==> src/rtl/core/irti_pkg.sv <==
package irti_pkg;

  // Table shape
  localparam int TABLE_POINTS = 14;
  localparam int LAST_SEG     = TABLE_POINTS - 2;
  localparam int SEG_W        = 4;

  // Field widths
  localparam int SAMPLE_W  = 12;
  localparam int CM_W      = 7;
  localparam int DIST_W    = 16;
  localparam int FRAC_BITS = 8;
  localparam int STEP_CM   = 5;

  // Datapath widths
  localparam int DEN_W     = SAMPLE_W + 1;
  localparam int NUM_W     = 21;
  localparam int MAG_W     = NUM_W - 1;
  localparam int DVD_W     = MAG_W + FRAC_BITS + 2;
  localparam int REM_W     = SAMPLE_W + 2;
  localparam int DIV_STEPS = DVD_W / 2;
  localparam int DCNT_W    = $clog2(DIV_STEPS);

  localparam int DIST_MAX  = 2 ** (DIST_W - 1) - 1;

  typedef struct packed {
    logic [SAMPLE_W-1:0] sample;
    logic [SEG_W-1:0]    seg;
  } irti_item_t;

  // Breakpoint sample values, falling
  function automatic logic [SAMPLE_W-1:0] bp_at(input logic [SEG_W-1:0] idx);
    logic [SAMPLE_W-1:0] v;
    case (idx)
      4'd0:    v = 12'd2570;
      4'd1:    v = 12'd1400;
      4'd2:    v = 12'd1000;
      4'd3:    v = 12'd750;
      4'd4:    v = 12'd600;
      4'd5:    v = 12'd503;
      4'd6:    v = 12'd370;
      4'd7:    v = 12'd270;
      4'd8:    v = 12'd190;
      4'd9:    v = 12'd120;
      4'd10:   v = 12'd80;
      4'd11:   v = 12'd60;
      4'd12:   v = 12'd40;
      4'd13:   v = 12'd38;
      default: v = '0;
    endcase
    return v;
  endfunction

  // Distance at each breakpoint, cm
  function automatic logic [CM_W-1:0] cm_at(input logic [SEG_W-1:0] idx);
    logic [CM_W-1:0] v;
    if (idx < SEG_W'(TABLE_POINTS)) begin
      v = CM_W'((32'(idx) + 32'd1) * STEP_CM);
    end else begin
      v = '0;
    end
    return v;
  endfunction

endpackage

==> src/rtl/core/irti_front.sv <==
module irti_front
  import irti_pkg::*;
(
  input  logic                clk,
  input  logic                rst_n,
  input  logic                start,
  input  logic [SAMPLE_W-1:0] sample,
  output logic                busy,
  output logic                push,
  output irti_item_t          item,
  input  logic                full
);

  typedef enum logic [1:0] {
    ST_IDLE,
    ST_SEARCH,
    ST_PUSH
  } state_t;

  state_t              state_r;
  logic [SAMPLE_W-1:0] sample_r;
  logic [SEG_W-1:0]    idx_r;
  logic [SEG_W-1:0]    seg_r;

  logic [SAMPLE_W-1:0] bp_cur;
  logic [SAMPLE_W-1:0] bp_nx;
  logic                hit;

  assign bp_cur = bp_at(idx_r);
  assign bp_nx  = bp_at(idx_r + SEG_W'(1));

  // exact hit on a breakpoint, or strictly inside any segment but the last
  assign hit = (sample_r == bp_cur) ||
               ((idx_r != SEG_W'(LAST_SEG)) && (sample_r < bp_cur) && (sample_r > bp_nx));

  always_ff @(posedge clk) begin
    if (!rst_n) begin
      state_r <= ST_IDLE;
      idx_r   <= '0;
      seg_r   <= '0;
    end else begin
      case (state_r)
        ST_IDLE: begin
          if (start) begin
            sample_r <= sample;
            idx_r    <= '0;
            state_r  <= ST_SEARCH;
          end
        end
        ST_SEARCH: begin
          if (hit) begin
            seg_r   <= idx_r;
            state_r <= ST_PUSH;
          end else if (idx_r == SEG_W'(LAST_SEG)) begin
            seg_r   <= '0;  // no match: extrapolate on the first segment
            state_r <= ST_PUSH;
          end else begin
            idx_r <= idx_r + SEG_W'(1);
          end
        end
        ST_PUSH: begin
          if (!full) begin
            state_r <= ST_IDLE;
          end
        end
        default: state_r <= ST_IDLE;
      endcase
    end
  end

  assign busy        = (state_r != ST_IDLE);
  assign push        = (state_r == ST_PUSH) && !full;
  assign item.sample = sample_r;
  assign item.seg    = seg_r;

  a_push_seg_range: assert property (@(posedge clk) disable iff (!rst_n)
    push |-> (item.seg <= SEG_W'(LAST_SEG)))
    else $error("front pushed an out-of-range segment");

  a_search_idx_range: assert property (@(posedge clk) disable iff (!rst_n)
    (state_r == ST_SEARCH) |-> (idx_r <= SEG_W'(LAST_SEG)))
    else $error("search index ran past the last segment");

  a_busy_after_start: assert property (@(posedge clk) disable iff (!rst_n)
    (start && !busy) |=> busy)
    else $error("front did not go busy after taking an item");

endmodule

==> src/rtl/core/irti_fifo.sv <==
module irti_fifo
  import irti_pkg::*;
(
  input  logic       clk,
  input  logic       rst_n,
  input  logic       push,
  input  irti_item_t wr_item,
  output logic       full,
  input  logic       pop,
  output irti_item_t rd_item,
  output logic       empty
);

  localparam int DEPTH = 2;
  localparam int PTR_W = $clog2(DEPTH);
  localparam int CNT_W = $clog2(DEPTH + 1);

  irti_item_t       mem_r [DEPTH];
  logic [PTR_W-1:0] wr_ptr_r;
  logic [PTR_W-1:0] rd_ptr_r;
  logic [CNT_W-1:0] count_r;

  always_ff @(posedge clk) begin
    if (push) begin
      mem_r[wr_ptr_r] <= wr_item;
    end
  end

  always_ff @(posedge clk) begin
    if (!rst_n) begin
      wr_ptr_r <= '0;
      rd_ptr_r <= '0;
      count_r  <= '0;
    end else begin
      if (push) begin
        wr_ptr_r <= wr_ptr_r + PTR_W'(1);
      end
      if (pop) begin
        rd_ptr_r <= rd_ptr_r + PTR_W'(1);
      end
      case ({push, pop})
        2'b10:   count_r <= count_r + CNT_W'(1);
        2'b01:   count_r <= count_r - CNT_W'(1);
        default: count_r <= count_r;
      endcase
    end
  end

  assign full    = (count_r == CNT_W'(DEPTH));
  assign empty   = (count_r == '0);
  assign rd_item = mem_r[rd_ptr_r];

  a_no_overflow: assert property (@(posedge clk) disable iff (!rst_n)
    !(push && full))
    else $error("queue written while full");

  a_no_underflow: assert property (@(posedge clk) disable iff (!rst_n)
    !(pop && empty))
    else $error("queue read while empty");

  a_count_range: assert property (@(posedge clk) disable iff (!rst_n)
    count_r <= CNT_W'(DEPTH))
    else $error("queue count out of range");

endmodule

==> src/rtl/core/irti_back.sv <==
module irti_back
  import irti_pkg::*;
(
  input  logic                     clk,
  input  logic                     rst_n,
  input  logic                     empty,
  input  irti_item_t               item,
  output logic                     pop,
  output logic                     out_valid,
  output logic signed [DIST_W-1:0] out_distance_q8,
  output logic [SEG_W-1:0]         out_segment
);

  typedef enum logic [2:0] {
    ST_IDLE,
    ST_MUL,
    ST_PREP,
    ST_DIV,
    ST_DONE
  } state_t;

  state_t                    state_r;
  irti_item_t                item_r;
  logic signed [DEN_W-1:0]   den_r;
  logic signed [NUM_W-1:0]   num_r;
  logic                      flat_r;
  logic                      neg_r;
  logic [DVD_W-1:0]          dvd_r;   // dividend in, quotient shifts in from the bottom
  logic [REM_W-1:0]          rem_r;
  logic [DEN_W-1:0]          d2_r;
  logic [DCNT_W-1:0]         cnt_r;
  logic                      out_valid_r;
  logic signed [DIST_W-1:0]  dist_r;
  logic [SEG_W-1:0]          seg_out_r;

  // operand set-up
  logic [SAMPLE_W-1:0]       bp_cur;
  logic [SAMPLE_W-1:0]       bp_nx;
  logic signed [DEN_W-1:0]   den_c;
  logic signed [DEN_W-1:0]   diff_c;
  logic signed [NUM_W-1:0]   cm_x;
  logic signed [NUM_W-1:0]   den_x;
  logic signed [NUM_W-1:0]   diff_x;
  logic signed [NUM_W-1:0]   num_c;
  logic [MAG_W-1:0]          mag_c;

  // two restoring steps per cycle
  logic [REM_W-1:0]          d2_x;
  logic [REM_W-1:0]          sh1;
  logic [REM_W-1:0]          r1;
  logic [REM_W-1:0]          sh2;
  logic [REM_W-1:0]          r2;
  logic                      ge1;
  logic                      ge2;

  logic signed [DIST_W-1:0]  res_c;

  assign bp_cur = bp_at(item_r.seg);
  assign bp_nx  = bp_at(item_r.seg + SEG_W'(1));
  assign den_c  = $signed({1'b0, bp_cur}) - $signed({1'b0, bp_nx});
  assign diff_c = $signed({1'b0, bp_cur}) - $signed({1'b0, item_r.sample});
  assign cm_x   = NUM_W'($signed({1'b0, cm_at(item_r.seg)}));
  assign den_x  = NUM_W'(den_c);
  assign diff_x = NUM_W'(diff_c);
  assign num_c  = cm_x * den_x + (diff_x <<< 2) + diff_x;

  assign mag_c  = num_r[NUM_W-1] ? MAG_W'(-num_r) : MAG_W'(num_r);

  assign d2_x = REM_W'(d2_r);
  assign sh1  = {rem_r[REM_W-2:0], dvd_r[DVD_W-1]};
  assign ge1  = (sh1 >= d2_x);
  assign r1   = ge1 ? (sh1 - d2_x) : sh1;
  assign sh2  = {r1[REM_W-2:0], dvd_r[DVD_W-2]};
  assign ge2  = (sh2 >= d2_x);
  assign r2   = ge2 ? (sh2 - d2_x) : sh2;

  always_comb begin
    if (flat_r) begin
      res_c = DIST_W'($signed({1'b0, cm_at(item_r.seg), {FRAC_BITS{1'b0}}}));
    end else if (neg_r) begin
      if (dvd_r > DVD_W'(DIST_MAX + 1)) begin
        res_c = {1'b1, {(DIST_W-1){1'b0}}};
      end else begin
        res_c = -$signed(dvd_r[DIST_W-1:0]);
      end
    end else begin
      if (dvd_r > DVD_W'(DIST_MAX)) begin
        res_c = DIST_W'(DIST_MAX);
      end else begin
        res_c = $signed(dvd_r[DIST_W-1:0]);
      end
    end
  end

  always_ff @(posedge clk) begin
    if (!rst_n) begin
      state_r     <= ST_IDLE;
      out_valid_r <= 1'b0;
      cnt_r       <= '0;
    end else begin
      out_valid_r <= 1'b0;
      case (state_r)
        ST_IDLE: begin
          if (!empty) begin
            item_r  <= item;
            state_r <= ST_MUL;
          end
        end
        ST_MUL: begin
          den_r   <= den_c;
          num_r   <= num_c;
          flat_r  <= (den_c <= 0);
          state_r <= ST_PREP;
        end
        ST_PREP: begin
          // round half away from zero: (2|n|*256 + d) / 2d
          neg_r   <= num_r[NUM_W-1];
          dvd_r   <= {1'b0, mag_c, {FRAC_BITS{1'b0}}, 1'b0} + DVD_W'(den_r[DEN_W-2:0]);
          d2_r    <= {den_r[DEN_W-2:0], 1'b0};
          rem_r   <= '0;
          cnt_r   <= '0;
          state_r <= flat_r ? ST_DONE : ST_DIV;
        end
        ST_DIV: begin
          rem_r <= r2;
          dvd_r <= {dvd_r[DVD_W-3:0], ge1, ge2};
          cnt_r <= cnt_r + DCNT_W'(1);
          if (cnt_r == DCNT_W'(DIV_STEPS - 1)) begin
            state_r <= ST_DONE;
          end
        end
        ST_DONE: begin
          out_valid_r <= 1'b1;
          dist_r      <= res_c;
          seg_out_r   <= item_r.seg;
          state_r     <= ST_IDLE;
        end
        default: state_r <= ST_IDLE;
      endcase
    end
  end

  assign pop             = (state_r == ST_IDLE) && !empty;
  assign out_valid       = out_valid_r;
  assign out_distance_q8 = dist_r;
  assign out_segment     = seg_out_r;

  a_single_strobe: assert property (@(posedge clk) disable iff (!rst_n)
    out_valid_r |=> !out_valid_r)
    else $error("result strobe held for more than one cycle");

  a_out_seg_range: assert property (@(posedge clk) disable iff (!rst_n)
    out_valid_r |-> (seg_out_r <= SEG_W'(LAST_SEG)))
    else $error("result segment out of range");

  a_div_nonzero: assert property (@(posedge clk) disable iff (!rst_n)
    (state_r == ST_DIV) |-> (d2_r != '0))
    else $error("divider running with a zero divisor");

endmodule

==> src/rtl/core/ir_sensor_table_interpolator.sv <==
// Converts a 12-bit infrared distance sensor reading to centimetres by linear interpolation
// in a fixed 14-point table (2570..38 counts mapping to 5..70 cm). The result is signed Q8,
// rounded to nearest, with the table segment used. Samples outside the table, the last
// breakpoint itself and the count just above it extrapolate on the first segment. Drive
// start with the sample while busy is low; the item is taken on that edge. Each result
// appears for exactly one cycle with out_valid high and must be captured then, as the block
// cannot be held off. The front end finds the segment one breakpoint a cycle, then hands
// the item to a two-entry queue; it takes no new item until that hand-over is done. The back
// end takes one item at a time from the queue: load, multiply, set-up, a two-bit-per-cycle
// restoring divider, and output. The divider sets the sustained rate. busy is high while the
// front end is searching or handing the item over, which stretches while the queue is full.
module ir_sensor_table_interpolator
  import irti_pkg::*;
(
  input  logic                     clk,
  input  logic                     rst_n,
  input  logic                     start,
  output logic                     busy,
  input  logic [SAMPLE_W-1:0]      in_adc_sample,
  output logic                     out_valid,
  output logic signed [DIST_W-1:0] out_distance_q8,
  output logic [SEG_W-1:0]         out_segment
);

  // front end to queue
  logic       fe_push;
  irti_item_t fe_item;
  logic       q_full;

  // queue to back end
  logic       be_pop;
  irti_item_t q_item;
  logic       q_empty;

  // segment search, one breakpoint per cycle
  irti_front u_front (
    .clk    (clk),
    .rst_n  (rst_n),
    .start  (start),
    .sample (in_adc_sample),
    .busy   (busy),
    .push   (fe_push),
    .item   (fe_item),
    .full   (q_full)
  );

  // decouples search from arithmetic
  irti_fifo u_fifo (
    .clk     (clk),
    .rst_n   (rst_n),
    .push    (fe_push),
    .wr_item (fe_item),
    .full    (q_full),
    .pop     (be_pop),
    .rd_item (q_item),
    .empty   (q_empty)
  );

  // multiply, divide with rounding, saturate
  irti_back u_back (
    .clk             (clk),
    .rst_n           (rst_n),
    .empty           (q_empty),
    .item            (q_item),
    .pop             (be_pop),
    .out_valid       (out_valid),
    .out_distance_q8 (out_distance_q8),
    .out_segment     (out_segment)
  );

endmodule

==> config.mk <==
export PLATFORM = sky130hd
export DESIGN_NAME = ir_sensor_table_interpolator
export DESIGN_NICKNAME = d
export VERILOG_FILES = /design/src/rtl/core/irti_pkg.sv /design/src/rtl/core/irti_front.sv /design/src/rtl/core/irti_fifo.sv /design/src/rtl/core/irti_back.sv /design/src/rtl/core/ir_sensor_table_interpolator.sv
export SDC_FILE = /design/constraint.sdc
export NUM_CORES = 1
export LEC_CHECK = 0
export BUFFER_PORTS_ARGS = -buffer_cell sky130_fd_sc_hd__buf_2
export CAP_MARGIN = 20
export CORE_ASPECT_RATIO = 1.1
export CORE_MARGIN = 2
export CORE_UTILIZATION = 40
export DETAILED_ROUTE_END_ITERATION = 8
export HOLD_SLACK_MARGIN = 0.03
export SKIP_LAST_GASP = 1
export SLEW_MARGIN = 20
export SYNTH_ARGS = -nofsm -noshare
export SYNTH_HDL_FRONTEND = slang
export SYNTH_SLANG_ARGS = --single-unit
export TNS_END_PERCENT = 1
==> constraint.sdc <==
create_clock -name clk -period 18.9 [get_ports clk]
set_input_delay 2.835 -clock clk [delete_from_list [all_inputs] [get_ports clk]]
set_output_delay 2.835 -clock clk [all_outputs]
set_load 0.05 [all_outputs]
==> flow_metrics.py, run 1 <==
metrics = {
    "run_status": {
        "outcome": "finished clean",
    },
    "placed_design": {
        "port_buffers": 36,
        "gp_congestion": 0.861,
        "dpl.hpwl_um": 30600,
        "post-place-ws_ns": 9.69,
    },
    "synthesis": {
        "synthMuxAreaShare": 0.0341,
        "synth_cell_type_count": 102,
        "synth_ff_type": "edfxtp_1",
        "synth-edff-count": 170,
        "synthXorXnorAreaFrac": 0.0541,
        "synthArstFlopShare": 0,
        "syn-instance-count": 1703,
        "synth_compound_area_frac": 0.119,
        "synth-seq-area-share": 0.343,
        "ys_seq_elements": 204,
        "synth-simple-area-share": 0.154,
        "ys.warnings.count": 0,
        "syn_nets": 1974,
        "synth_fa_ha_area_frac": 0.236,
        "syn_avg_cell_area_um2": 9.89,
        "synth_top_family_by_area": "adder cells",
        "synthesis.area_um2": 16800,
    },
    "final_layout": {
        "final_cell_mix": "inv_1, nor2_1, edfxtp_1",
        "layout-drive-gt1-share": 0.0956,
        "layout_commonest_cell": "inv_1",
        "fillCellCount": 4041,
        "nets": 1992,
        "syn_to_final_growth_pct": 9.24,
        "insertedDiodeCount": 0,
    },
    "run": {
        "cap_violations": 0,
    },
    "clock_tree": {
        "cts_tree": "built",
        "clkSlewWorstSetupHoldPaths_ns": 0.07,
        "numCtsBuffers": 24,
        "hold_buffers": 0,
        "cts.sinks": 204,
        "insertion_delay_ns": 0.54,
        "htreeDepth": 1,
        "cts_resized": 0,
        "root_buffer": "clkbuf_16",
        "cts_max_path_buffers": 3,
        "cts_setup_buffers": 0,
    },
    "sta": {
        "relSlewSlack": 0.280,
        "fmax_mhz": 109,
        "setup_slack_ns": 9.69,
        "skew_ns": 0.0319,
        "fin_crit_ns": 9.21,
        "tns_ns": 0,
        "tightest_slew_ns": 1.08,
        "hold_viol": 0,
        "maxSlewViolCount": 0,
        "final-setup-viol-count": 0,
        "grt_setup_unrepaired": "false",
        "post-route-period-util": 0.487,
    },
    "grt": {
        "grt_usage": 0.185,
        "antenna_found_initial": 1,
        "grt_pass1_vias": 12600,
        "overflow": 0,
        "grt_pass1_wl_um": 64500,
        "grt_max_degree": 54,
    },
    "detailed_routing": {
        "drc": 0,
        "drt_first_iter_violations": 539,
        "num_vias": 12200,
        "dr.pass1.iters": 7,
        "via_per_inst": 5.30,
        "wl_per_cell_um": 16.9,
        "final_antenna_net_count": 0,
        "routed_wl_um": 38900,
    },
    "floorplan": {
        "die_w_um": 200,
        "initial_utilization": 0.407,
        "dieArea_um2": 43800,
        "num_rows": 78,
        "fp.dieH_um": 219,
        "io_pins": 37,
        "core_um2": 41400,
    },
    "hold_path": {
        "hold_path.class": "reg2reg",
    },
    "setup_path": {
        "critPathArrivalTime_ns": 9.50,
        "cp.required_ns": 19.19,
        "slowest_delay_ns": 0.71,
        "crit_top_cell": "fa_1",
        "startpoint_type": "flip-flop",
        "crit_slowest_cell": "edfxtp_1",
        "crit_path_max_fanout": 16,
        "end_kind": "flip-flop",
        "crit_type": "reg2reg",
    },
}
-- through the flow --
step	area, um^2	std cells	util	hold slack [ns]
final	18400	2296	0.445	0.429
after global routing	18400	2296	0.445	0.457
after CTS	18400	2296	0.445	0.435
after detailed placement	17600	2255	0.425	0.435
after global placement	17600	2255	0.425	0.434
after floorplan	16800	1703	-	0.426
-- path summary, 6_finish.rpt --
kind	start	cells after the start	slack (ns)	to
max reg2reg	u_back.item_r[0]	32	9.69	u_back.num_r[20]
min	u_back.den_r[2]	0	0.43	u_back.d2_r[3]
min reg2reg	u_back.den_r[2]	0	0.43	u_back.d2_r[3]
max	u_back.item_r[0]	32	9.69	u_back.num_r[20]
-- Yosys cell counts (16+ instances only) --
library cell / n / share of area
inv_1: 196 / 0.044
nor2_1: 176 / 0.039
edfxtp_1: 170 / 0.30
ha_1: 154 / 0.11
nand2_1: 152 / 0.034
fa_1: 102 / 0.12
a21oi_1: 85 / 0.025
xnor2_1: 65 / 0.034
o21ai_0: 56 / 0.017
clkbuf_1: 41 / 0.0091
xor2_1: 39 / 0.020
nor3_1: 35 / 0.010
dfxtp_1: 34 / 0.040
mux2_2: 27 / 0.018
nand3_1: 26 / 0.0077
mux2i_1: 21 / 0.012
nand2b_1: 20 / 0.0074
nor2b_1: 19 / 0.0071
a211oi_1: 18 / 0.0080
nand4_1: 18 / 0.0067
a21o_1: 16 / 0.0071
-- final cells by class --
class	count	area, um^2	area share
multi-input combinational	1244	10100	0.548
tap	560	701	0.0381
clock inverter	12	163	0.00884
timing repair buffer	46	255	0.0139
sequential	204	5790	0.314
clock buffer	29	651	0.0354
inverter	201	754	0.0410
-- logic make-up after synthesis --
| logic type | after synthesis |
|---|---|
| DFF | 204 |
| and+or+nand+nor | 535 |
| xor gates and xnor gates | 104 |
| muxes | 51 |
| adders and majority gates | 257 |
| AOI/OAI and AO/OA | 297 |
| buffers and inverters | 255 |
-- routing by layer --
| metal | up-vias | wire length, um | global-route usage |
|---|---|---|---|
| met5 | - | 12 | 0 |
| met4 | 2 | 1120 | 0.0551 |
| met2 | 226 | 19900 | 0.339 |
| met1 | 5928 | 16500 | 0.225 |
| met3 | 68 | 1370 | 0.0238 |
| li1 | 5945 | - | - |
-- critical path: cells and delay by family, from the launching register on --
| kind | cells | cell delay, ns |
|---|---|---|
| xor gates and xnor gates | 2 | 0.55 |
| buffers and inverters | 4 | 0.60 |
| adders and majority gates | 8 | 3.78 |
| AOI/OAI and AO/OA | 12 | 2.36 |
| DFF | 1 | 0.71 |
| and+or+nand+nor | 6 | 0.96 |
-- state kept, by name (all words and copies together), names as in the netlist, 2 cells and up --
| register | cells |
|---|---|
| u_back.cnt_r | 4 |
| u_back.d2_r | 12 |
| u_back.den_r | 12 |
| u_back.dvd_r | 30 |
| u_back.item_r | 16 |
| u_back.num_r | 21 |
| u_back.out_distance_q8 | 16 |
| u_back.out_segment | 4 |
| u_back.rem_r | 13 |
| u_back.state_r | 3 |
| u_fifo.count_r | 2 |
| u_fifo.mem_r | 32 |
| u_front.bp_cur | 12 |
| u_front.idx_r | 4 |
| u_front.sample_r | 12 |
| u_front.seg_r | 4 |
| u_front.state_r | 2 |
Power of run 1 is not shown: default switching activity piles up to over one toggle a cycle in this logic, so the estimate is an artifact.
==> run 2: changes to the inputs <==
==> constraint.sdc (replaced) <==
create_clock -name clk -period 7.9 [get_ports clk]
set_input_delay 1.185 -clock clk [delete_from_list [all_inputs] [get_ports clk]]
set_output_delay 1.185 -clock clk [all_outputs]
set_load 0.05 [all_outputs]
==> flow_metrics.py, run 2 (synthesis gave the netlist of run 1 again) <==
metrics = {
    "placed_design": {
        "dpl.hpwl_um": 31200,
        "port_buffers": 36,
        "post-place-ws_ns": -0.0875,
        "post_dp_cell_area_um2": 18000,
        "gp_congestion": 0.861,
    },
    "clock_tree": {
        "root_buffer": "clkbuf_16",
        "cts_max_path_buffers": 3,
        "numCtsBuffers": 23,
        "hold_buffers": 0,
        "clkSlewWorstSetupHoldPaths_ns": 0.07,
        "insertion_delay_ns": 0.55,
        "htreeDepth": 1,
        "cts.sinks": 204,
        "cts_tree": "built",
    },
    "setup_path": {
        "startpoint_type": "flip-flop",
        "cp.required_ns": 8.20,
        "crit_slowest_cell": "edfxtp_1",
        "slowest_delay_ns": 0.53,
        "end_kind": "flip-flop",
        "critPathArrivalTime_ns": 7.91,
        "crit_top_cell": "fa_1",
        "crit_path_max_fanout": 8,
        "crit_type": "reg2reg",
    },
    "grt": {
        "grt_max_degree": 54,
        "overflow": 0,
        "grt_pass1_wl_um": 65500,
        "antenna_found_initial": 0,
        "grt_pass1_vias": 12700,
        "grt_usage": 0.188,
    },
    "floorplan": {
        "io_pins": 37,
        "num_rows": 78,
        "dieArea_um2": 43800,
        "die_w_um": 200,
        "core_um2": 41400,
        "initial_utilization": 0.407,
        "fp.dieH_um": 219,
    },
    "detailed_routing": {
        "drt_first_iter_violations": 661,
        "dr.pass1.iters": 5,
        "wl_per_cell_um": 16.9,
        "drc": 0,
        "met3_wirelength_um": 1800,
        "via_per_inst": 5.26,
        "drt-met1-wl_um": 16900,
        "final_antenna_net_count": 0,
        "num_vias": 12500,
        "highest_layer": "met4",
        "dr_wl_met2_um": 20100,
        "routed_wl_um": 40000,
    },
    "run_status": {
        "outcome": "finished clean",
    },
    "sta": {
        "post-route-period-util": 0.962,
        "maxSlewViolCount": 0,
        "fin_crit_ns": 7.60,
        "tightest_slew_ns": 1.06,
        "hold_viol": 0,
        "grt_setup_unrepaired": "true",
        "setup_slack_ns": 0.297,
        "fmax_mhz": 132,
        "final-setup-viol-count": 0,
        "relSlewSlack": 0.295,
        "skew_ns": 0.0286,
    },
    "final_layout": {
        "largest_reg_flops": 32,
        "post-route-cell-area_um2": 19200,
        "top_regs": "u_fifo.mem_r (32), u_back.dvd_r (30), u_back.num_r (21)",
        "nets": 2062,
        "regMostFlops": "u_fifo.mem_r",
        "syn_to_final_growth_pct": 14.0,
        "insertedDiodeCount": 0,
        "final_cell_mix": "inv_1, nor2_1, edfxtp_1",
        "layout_commonest_cell": "inv_1",
        "layout-drive-gt1-share": 0.160,
    },
    "run": {
        "cap_violations": 0,
    },
    "hold_path": {
        "hold_path.class": "reg2reg",
    },
}
## run 2: path summary, 6_finish.rpt
path / startpoint / end / slack, ns / cells after the start
worst min-delay path: u_back.den_r[0] / u_back.d2_r[1] / 0.45 / 0
worst max register to register: u_back.item_r[0] / u_back.num_r[20] / 0.30 / 32
worst max-delay path: u_back.item_r[0] / u_back.num_r[20] / 0.30 / 32
worst min register to register: u_back.den_r[0] / u_back.d2_r[1] / 0.45 / 0
## run 2: metrics by stage
stage,setup TNS [ns],hold slack [ns],util,cells
CTS,-0.0282,0.446,0.455,2353
finish,0,0.446,0.464,2368
detailed placement,-0.221,0.434,0.436,2311
global route,-0.119,0.450,0.464,2368
global placement,0,0.433,0.436,2311
floorplan,0,0.426,-,1703
## run 2: layout make-up
type	instances	area, um^2
inverters	201	759
multi-input cells	1244	10400
fillers	3888	22200
clock buffers	24	579
well taps	560	701
repair buffers	117	800
flip-flops and latches	204	5790
clock inverters	18	179
## run 2: worst max-delay path: cells and delay by family, from the launching register on
kind | cells | cell delay, ns
AOI/OAI and AO/OA | 11 | 1.89
DFF | 1 | 0.53
xor gates and xnor gates | 2 | 0.28
buffers and inverters | 5 | 0.49
adders and majority gates | 8 | 3.21
and+or+nand+nor | 6 | 0.95
## run 2: repair_timing
action                     CTS  global route
hold endpoints to repair     0             0
pin swaps                    0            57
gates resized for setup      1            58
setup endpoints to repair    3             9
buffers inserted             0            15
## run 2: layer usage
layer,up-vias,GRT usage
li1,6079,-
met2,273,0.337
met5,-,0
met3,71,0.0267
met1,6035,0.233
met4,0,0.0543
Power of run 2 is left out for the same reason.
==> run 3: changes to the inputs <==
--- a/config.mk
+++ b/config.mk
@@ -12,6 +12,7 @@
 export CORE_UTILIZATION = 40
 export DETAILED_ROUTE_END_ITERATION = 8
 export HOLD_SLACK_MARGIN = 0.03
+export MAX_ROUTING_LAYER = met4
 export SKIP_LAST_GASP = 1
 export SLEW_MARGIN = 20
 export SYNTH_ARGS = -nofsm -noshare
==> flow_metrics.py, run 3 (synthesis gave the netlist of run 1 again) <==
metrics = {
    "clock_tree": {
        "numCtsBuffers": 24,
        "cts_tree": "built",
        "cts.sinks": 204,
        "insertion_delay_ns": 0.54,
        "cts_max_path_buffers": 3,
        "root_buffer": "clkbuf_16",
        "htreeDepth": 1,
        "clkSlewWorstSetupHoldPaths_ns": 0.06,
    },
    "final_layout": {
        "largest_reg_flops": 32,
        "post-route-cell-area_um2": 19200,
        "regMostFlops": "u_fifo.mem_r",
        "multiInputGateArea_um2": 10300,
        "syn_to_final_growth_pct": 13.8,
        "top_regs": "u_fifo.mem_r (32), u_back.dvd_r (30), u_back.num_r (21)",
        "layout_commonest_cell": "inv_1",
        "layout-drive-gt1-share": 0.153,
        "insertedDiodeCount": 0,
        "regArea_um2": 5790,
        "fillCellCount": 3965,
        "final_cell_mix": "inv_1, edfxtp_1, nor2_1",
        "nets": 2059,
    },
    "hold_path": {
        "holdPathStages": 0,
        "hold_path.class": "reg2reg",
        "hold_path_end": "u_back.d2_r[3]",
        "min_from": "u_back.den_r[2]",
    },
    "floorplan": {
        "dieArea_um2": 43800,
        "fp.dieH_um": 219,
        "num_rows": 78,
        "die_w_um": 200,
        "initial_utilization": 0.407,
        "core_um2": 41400,
        "io_pins": 37,
    },
    "grt": {
        "grt_usage": 0.190,
        "use_met1": 0.230,
        "grt_max_degree": 54,
        "top_usage_layer": "met2",
        "antenna_found_initial": 0,
        "grt_pass1_wl_um": 64200,
        "met3_usage": 0.0260,
        "grt_pass1_vias": 12700,
        "overflow": 0,
        "grtUsageMet2": 0.330,
    },
    "sta": {
        "hold_viol": 0,
        "maxSlewViolCount": 0,
        "grt_setup_unrepaired": "true",
        "fmax_mhz": 131,
        "skew_ns": 0.0244,
        "fin_crit_ns": 7.62,
        "final-setup-viol-count": 0,
        "tightest_slew_ns": 1.02,
        "relSlewSlack": 0.315,
        "post-route-period-util": 0.965,
    },
    "detailed_routing": {
        "wl_per_cell_um": 16.6,
        "final_antenna_net_count": 0,
        "drt_first_iter_violations": 633,
        "num_vias": 12400,
        "via_per_inst": 5.23,
        "drc": 0,
        "routed_wl_um": 39200,
        "dr.pass1.iters": 5,
    },
    "placed_design": {
        "post_dp_cell_area_um2": 18000,
        "port_buffers": 36,
        "dpl.hpwl_um": 30800,
        "gp_congestion": 0.904,
    },
    "setup_path": {
        "slowest_delay_ns": 0.53,
        "startpoint_type": "flip-flop",
        "crit_top_cell": "fa_1",
        "crit_buf_inv": 4,
        "cpLargestDelayFamily": "adder cells",
        "worst_r2r_endpoint": "u_back.num_r[19]",
        "crit_slowest_cell": "fa_1",
        "ff2ff_path_depth": 29,
        "rrSetupSlack_ns": 0.28,
        "end_kind": "flip-flop",
        "reg2reg_from": "u_back.item_r[0]",
        "critPathArrivalTime_ns": 7.91,
        "cp.required_ns": 8.18,
        "crit_type": "reg2reg",
        "crit_path_max_fanout": 6,
    },
    "run_status": {
        "outcome": "finished clean",
    },
    "run": {
        "cap_violations": 0,
    },
}
## run 3: how the worst max path moves through the flow
| stage | startpoint | endpoint | depth (start not counted) |
|---|---|---|---|
| after floorplan | u_back.item_r[0] | u_back.num_r[20] | 34 |
| after global placement | u_back.item_r[0] | u_back.num_r[19] | 33 |
| after detailed placement | u_back.item_r[0] | u_back.num_r[19] | 28 |
| after CTS | u_back.item_r[0] | u_back.num_r[20] | 33 |
| after global routing | u_back.item_r[0] | u_back.num_r[20] | 33 |
| final | u_back.item_r[0] | u_back.num_r[19] | 29 |
## run 3: repair_timing
| item | in CTS | in global routing |
|---|---|---|
| pin swaps | 0 | 30 |
| setup buffers | 0 | 14 |
| hold buffers | 0 | 0 |
| resized for setup | 1 | 42 |
| gates cloned | 0 | 0 |
| endpoints found under the setup margin | 2 | 8 |
## run 3: metrics by stage
stage	setup TNS (ns)	util	setup slack [ns]	cells	hold slack [ns]
floorplan	0	-	0.00279	1703	0.426
global placement	0	0.436	0.119	2308	0.433
detailed placement	-0.0383	0.436	-0.0252	2308	0.437
CTS	0	0.456	0.0498	2352	0.449
global route	-0.190	0.463	-0.0972	2366	0.462
finish	0	0.463	0.275	2366	0.446
## run 3: final cells by class
cell class / instances / area share
Clock buffer: 27 / 0.0330
Inverter: 201 / 0.0396
Multi-Input combinational cell: 1244 / 0.537
Sequential cell: 204 / 0.302
Timing Repair Buffer: 113 / 0.0406
Tap cell: 560 / 0.0366
Clock inverter: 17 / 0.0110
## run 3: metal layers
metal,vias up,wire [um]
met5,-,0
met4,0,993
met3,75,1550
met2,249,19500
met1,5955,17100
li1,6086,-
Power of run 3 is left out for the same reason.
